[src/hdl/glyph_blit_4bpp_top_defines.svh]
// ----------------------------------------------------------------------------
// glyph blitter assertion macros
// shared concurrent check wrappers for the glyph blitter rtl
// ----------------------------------------------------------------------------
`ifndef GLYPH_BLIT_4BPP_TOP_DEFINES_SVH
`define GLYPH_BLIT_4BPP_TOP_DEFINES_SVH

// property sampled on the rising clock, quiet while reset is high
`define GB4_ASSERT_CLK(label, prop, msg) \
   label: assert property (@(posedge clock) disable iff (reset) prop) else $error(msg);

// condition in one cycle implies a consequence in the next
`define GB4_ASSERT_NEXT(label, ante, cons, msg) \
   `GB4_ASSERT_CLK(label, ante |=> cons, msg)

`endif

[src/hdl/gb4_pkg.sv]
// ----------------------------------------------------------------------------
// gb4_pkg
// types, codes and pixel helpers shared by the glyph blitter modules
// ----------------------------------------------------------------------------
`default_nettype none

package gb4_pkg;

   // fonts the block knows about
   localparam int FONT_COUNT = 3;

   // one pixel nibble and the top bit of a font word
   localparam logic [31:0] NIBBLE_MASK = 32'h0000000f;
   localparam logic [4:0]  BIT_TOP     = 5'd31;

   // pixel offset y * width + x and its word part
   localparam int OFF_W    = 18;
   localparam int PIXW_W   = OFF_W - 3;
   localparam int BITPOS_W = 14;

   // config port
   localparam int CSR_W     = 10;
   localparam int CSR_IDX_W = 3;

   localparam logic [CSR_IDX_W-1:0] CSR_FB_WIDTH     = 3'd0;
   localparam logic [CSR_IDX_W-1:0] CSR_FONT0_BASE   = 3'd1;
   localparam logic [CSR_IDX_W-1:0] CSR_FONT1_BASE   = 3'd2;
   localparam logic [CSR_IDX_W-1:0] CSR_FONT2_BASE   = 3'd3;
   localparam logic [CSR_IDX_W-1:0] CSR_FONT_PRESENT = 3'd4;

   // command codes
   localparam logic [2:0] CMD_LOAD_FONT   = 3'd0;
   localparam logic [2:0] CMD_DRAW_CHAR   = 3'd1;
   localparam logic [2:0] CMD_PLOT        = 3'd2;
   localparam logic [2:0] CMD_WRITE_FRAME = 3'd3;
   localparam logic [2:0] CMD_READ_FRAME  = 3'd4;

   // draw modes
   localparam logic [2:0] MODE_OR  = 3'd0;
   localparam logic [2:0] MODE_ON  = 3'd1;
   localparam logic [2:0] MODE_AND = 3'd2;
   localparam logic [2:0] MODE_REV = 3'd3;
   localparam logic [2:0] MODE_XOR = 3'd4;

   // font select codes
   localparam logic [1:0] FONT_3X5 = 2'd0;
   localparam logic [1:0] FONT_5X7 = 2'd1;
   localparam logic [1:0] FONT_5X5 = 2'd2;

   // status codes
   localparam logic [1:0] STATUS_OK      = 2'd0;
   localparam logic [1:0] STATUS_NO_FONT = 2'd1;
   localparam logic [1:0] STATUS_CLIP    = 2'd2;

   typedef struct packed {
      logic [2:0]  cmd;
      logic [9:0]  word_index;
      logic [31:0] word_data;
      logic [7:0]  char_code;
      logic [7:0]  pos_x;
      logic [6:0]  pos_y;
      logic [1:0]  font_sel;
      logic [2:0]  draw_mode;
      logic        pixel_value;
      logic        add_gap;
   } gb4_req_type;

   typedef struct packed {
      logic [31:0] read_data;
      logic [1:0]  status;
   } gb4_rsp_type;

   // pixel location from the address unit
   typedef struct packed {
      logic [PIXW_W-1:0] word;
      logic [2:0]        nib;
      logic              clip;
   } gb4_pix_type;

   typedef enum logic [1:0] {
      OP_NONE,
      OP_SET,
      OP_INV,
      OP_CLR
   } gb4_op_type;

   typedef enum logic [2:0] {
      ST_CLEAR,
      ST_IDLE,
      ST_DECODE,
      ST_SETUP,
      ST_PIX_RD,
      ST_PIX_WR,
      ST_READ_WAIT
   } gb4_state_type;

   // glyph width per font
   function automatic logic [2:0] glyph_w(input logic [1:0] sel);
      logic [2:0] w;
      unique case (sel)
         FONT_3X5: w = 3'd3;
         FONT_5X7: w = 3'd5;
         default:  w = 3'd5;
      endcase
      return w;
   endfunction

   // glyph height per font
   function automatic logic [2:0] glyph_h(input logic [1:0] sel);
      logic [2:0] h;
      unique case (sel)
         FONT_3X5: h = 3'd5;
         FONT_5X7: h = 3'd7;
         default:  h = 3'd5;
      endcase
      return h;
   endfunction

   // bits per glyph
   function automatic logic [5:0] glyph_area(input logic [1:0] sel);
      logic [5:0] a;
      unique case (sel)
         FONT_3X5: a = 6'd15;
         FONT_5X7: a = 6'd35;
         default:  a = 6'd25;
      endcase
      return a;
   endfunction

   // nibble operation for one source bit
   function automatic gb4_op_type pix_op(input logic [2:0] mode, input logic v);
      gb4_op_type op;
      unique case (mode)
         MODE_OR:  op = v ? OP_SET : OP_NONE;
         MODE_ON:  op = v ? OP_SET : OP_CLR;
         MODE_AND: op = v ? OP_CLR : OP_NONE;
         MODE_REV: op = v ? OP_CLR : OP_SET;
         MODE_XOR: op = v ? OP_INV : OP_NONE;
         default:  op = OP_NONE;
      endcase
      return op;
   endfunction

   // apply a nibble operation to a frame word
   function automatic logic [31:0] apply_op(input logic [31:0] word, input logic [2:0] nib,
                                            input gb4_op_type op);
      logic [31:0] mask;
      logic [31:0] res;
      mask = NIBBLE_MASK << {nib, 2'b00};
      unique case (op)
         OP_SET:  res = word | mask;
         OP_INV:  res = word ^ mask;
         OP_CLR:  res = word & ~mask;
         default: res = word;
      endcase
      return res;
   endfunction

endpackage

`default_nettype wire

[src/hdl/gb4_pix_unit.sv]
// ----------------------------------------------------------------------------
// gb4_pix_unit
// shared pixel address unit: offset y * width + x, word, nibble and clip
// ----------------------------------------------------------------------------
`default_nettype none

module gb4_pix_unit #(
   parameter int FRAME_WORDS = 1024
) (
   input  logic [8:0]          px,
   input  logic [7:0]          py,
   input  logic [8:0]          fb_width,
   output gb4_pkg::gb4_pix_type pix
);

   import gb4_pkg::*;

   logic [OFF_W-1:0] off;

   // one multiply-add per pixel
   assign off = {{(OFF_W-8){1'b0}}, py} * {{(OFF_W-9){1'b0}}, fb_width}
              + {{(OFF_W-9){1'b0}}, px};

   // split into word and nibble, flag words past the store
   assign pix.word = off[OFF_W-1:3];
   assign pix.nib  = off[2:0];
   assign pix.clip = (32'(off[OFF_W-1:3]) >= FRAME_WORDS);

endmodule

`default_nettype wire

[config.mk]
export PLATFORM = sky130hd
export DESIGN_NAME = gb4_pix_unit
export DESIGN_NICKNAME = d
export VERILOG_FILES = /design/src/hdl/glyph_blit_4bpp_top_defines.svh /design/src/hdl/gb4_pkg.sv /design/src/hdl/gb4_pix_unit.sv
export SDC_FILE = /design/constraint.sdc
export NUM_CORES = 1
export LEC_CHECK = 0
export BUFFER_PORTS_ARGS = -buffer_cell sky130_fd_sc_hd__buf_2
export CORE_MARGIN = 2
export CORE_UTILIZATION = 38
export DETAILED_ROUTE_END_ITERATION = 12
export SLEW_MARGIN = 5
export SYNTH_ARGS = -nofsm -noshare
export SYNTH_HDL_FRONTEND = slang
export SYNTH_SLANG_ARGS = --single-unit
[constraint.sdc]
create_clock -name vclk -period 8.4
set_clock_uncertainty 0.2 [all_clocks]
set_input_delay 1.68 -clock vclk [all_inputs]
set_output_delay 1.68 -clock vclk [all_outputs]
set_load 0.02 [all_outputs]
======== Word-level counts from Yosys, hierarchy flattened ========
Cells that the tools add are included.
storage, ports and cells
  flip-flop bits (word level) ............. 0
  input bits .............................. 26
  output and inout port bits .............. 19
  word-level logic and storage cells ...... 3
cells by class
  $add $sub $neg .......................... 1
  $mul .................................... 1
  order comparisons ....................... 1
operator list
  cell                  number
  $add 17x9->18         1
  $mul 8x9->17          1
  $ge 15x11->1 const B  1

======== Depth between registers and ports, before layout ========
  depth after elaboration ................. 3
  mapped depth ............................ 18
  mapped depth without buffers ............ 17

======== Least setup slack after synthesis ========
Ideal clock, no wire load.
  path type ............................... input to output
  start point ............................. input py[1]
  end point ............................... output pix[0] in the netlist's numbering
  data arrival time ....................... 6.123 ns
  required time ........................... 6.520 ns
  slack ................................... 0.397 ns
  stages on the path ...................... 16
  path buffers ............................ 1
  cells stage by stage .................... clkbuf_1 -> nand2_1 -> fa_1 -> inv_1 -> fa_1 -> fa_1 -> inv_1 -> fa_1 -> inv_1 -> ha_1 -> and2_1 -> a221oi_2 -> a21oi_2 -> or2_2 -> o311ai_2 -> or4_1
RTL lines
  element          RTL line            source
  start, declared  gb4_pix_unit.sv:11  input logic [7:0] py,
  end, declared    gb4_pix_unit.sv:13  output gb4_pkg::gb4_pix_type pix

==> impl_metrics.yaml <==
status:
  status: "completed"
run:
  maxCapViolations: 0
finish:
  fillers: 770
  finish.utilization: 0.435
  clkbuf_count: 0
  final_layout_size_suffix_gt1_frac: 0.160
  multi_input_area_um2: 2460
  synthToLayoutAreaGrowth_pct: 11.2
  antenna_cells: 0
  fin_nets: 489
  seqCellArea_um2: 0
  n_sequential_cell: 0
clock_network:
  cts_hold_buf: 0
  post_cts_buffers: 0
  cts_resized: 0
global_route:
  track_usage: 0.151
  grt_pass1_wl_mm: 10.5
  grt_max_degree: 10
  overflow: 0
  grt_pass1_vias: 2332
  antenna_found_initial: 0
synth:
  synth_seq_area_share: 0
  yosys.cell_count.top_type: "inv_1"
  synth-xor-area-share: 0.0279
  synth_top_cell_by_area: "fa_1"
  syn_avg_cell_area_um2: 8.56
  synthTopCellsByCount: "inv_1, fa_1, and2_1"
  yosysWarnings: 0
  synth-adder-area-share: 0.543
  synth_top_family_by_area: "adder cells"
  synthesis.area_um2: 2830
  synth.area.top_cells: "fa_1, ha_1, inv_1"
  synth_compound_area_frac: 0.112
  synth.distinct_cells: 43
  synth_mux_area_frac: 0
  synth_top_area_share: 0.361
  postSynthCellCount: 330
  synth_fp_nets: 448
  synthSimpleGateAreaFrac: 0.188
setup_path:
  cp.depth: 17
  cp_num_buf_inv: 5
  start_kind: "input pin"
  cp_max_fo: 9
  cpPeakStageDelay_ps: 560
  required_ps: 6520
  end_kind: "primary output"
  worstPathArrival_ps: 6240
  timing.critical_path.mode_cell: "fa_1"
  crit_family: "adder cells"
  critical-path-slowest-cell: "fa_1"
  crit_type: "input pin to primary output"
  cp_cell_sequence: "buf_2 -> nand2_1 -> fa_1 -> fa_1 -> inv_1 -> fa_1 -> inv_1 -> fa_1 -> inv_1 -> ha_1 -> and2_1 -> a221oi_2 -> a21oi_2 -> nor4_1 -> nor3b_1 -> or4_1 -> buf_2"
power:
  switching_share: 0.612
  power_frac_seq: 0
  p_switching_w: 0.000556
  p_comb_frac: 1.000
  intPower_w: 0.000353
  peakVddDrop_mv: 0.217
  fin_total_pwr_w: 0.000910
  power.leakage_nw: 1.78
  clkPwrFrac: 0
  p_per_area_nw_per_um2: 290
sta:
  hold_viol: 0
  finalCritPeriodShare: 0.966
  slew_headroom: 0.711
  rsz0062_at_grt: "false"
  worst_pin_slew_ps: 428
  clock.fmax_mhz: 123
  fin_setup_tns_ps: 0
  setup_violations: 0
  drv_slew: 0
  layout_min_cycle_time_ps: 8120
floorplanning:
  num_rows: 31
  pin_count: 45
  die_width_um: 90.2
  core_area_um2: 7210
  dieArea_um2: 8140
  initial_core_util: 0.392
  die_h_um: 90.2
hold_path:
  hold_path_depth: 3
  hold_class: "input pin to primary output"
drt:
  vias: 2284
  viasPerCell: 4.88
  drtAntennaViolNets: 0
  dr.pass1.iters: 6
  drt_iter0_markers: 57
  drt-total-wl_mm: 5.99
  drc: 0
  routedWlPerCell_um: 12.8
place:
  io_buffers: 45
  dp_hpwl_mm: 5.44
  gp_congestion: 0.872
[per-layer routing]
metal  track usage  wire [um]  vias up  share of wire
li1              -          -     1095              -
met1         0.206       2540     1133           0.42
met2         0.273       3170       52           0.53
met3        0.0109        224        4          0.037
met4        0.0167         61        0          0.010
met5             0          0        -              0
[metrics by stage]
step / worst slack (ps) / cells / instance area (um2) / hold WS, ps
2_1_floorplan: 397 / 330 / 2830 / 3370
3_3_place_gp: 343 / 468 / 3140 / 3500
3_5_place_dp: 255 / 468 / 3140 / 3510
4_1_cts: 249 / 468 / 3140 / 3510
5_1_grt: 18.1 / 468 / 3140 / 3520
6_report: 285 / 468 / 3140 / 3510
[power groups by stage]
stage | Combinational (W) | Clock, W | Sequential, W
3_3_place_gp | 0.000916 | 0 | 0
3_5_place_dp | 0.000924 | 0 | 0
6_report | 0.000910 | 0 | 0
5_1_grt | 0.00101 | 0 | 0
2_1_floorplan | 0.000692 | 0 | 0
4_1_cts | 0.000929 | 0 | 0
[worst paths after layout]
check / from / endpoint / slack (ps)
max: py[7] / pix[0] / 280
min: px[0] / pix[1] / 3510
[final cells by class]
| cell class | instances | share of cell area |
|---|---|---|
| Multi-Input combinational cell | 236 | 0.784 |
| Inverter | 88 | 0.105 |
| Timing Repair Buffer | 45 | 0.0717 |
| Tap cell | 99 | 0.0394 |
[kinds of logic after synthesis]
group	count (synthesis)
buf+inv	94
simple gates	98
fa+ha+maj	92
xor+xnor	9
compound gates	37
[cell usage in the layout (no fill, tap or decap), types with 2 or more instances in the layout]
cell,Yosys,routed
buf_2,2,45
inv_1,88,88
ha_1,41,41
xor2_1,4,4
o21ai_0,4,4
nor2_1,4,4
nand4_1,3,3
o21a_1,2,2
xnor2_1,5,5
a21o_1,6,6
nand2_1,36,36
a21oi_1,7,7
and2_1,45,45
fa_1,51,51
a31oi_1,2,2
(Power assumes the default switching activity.)
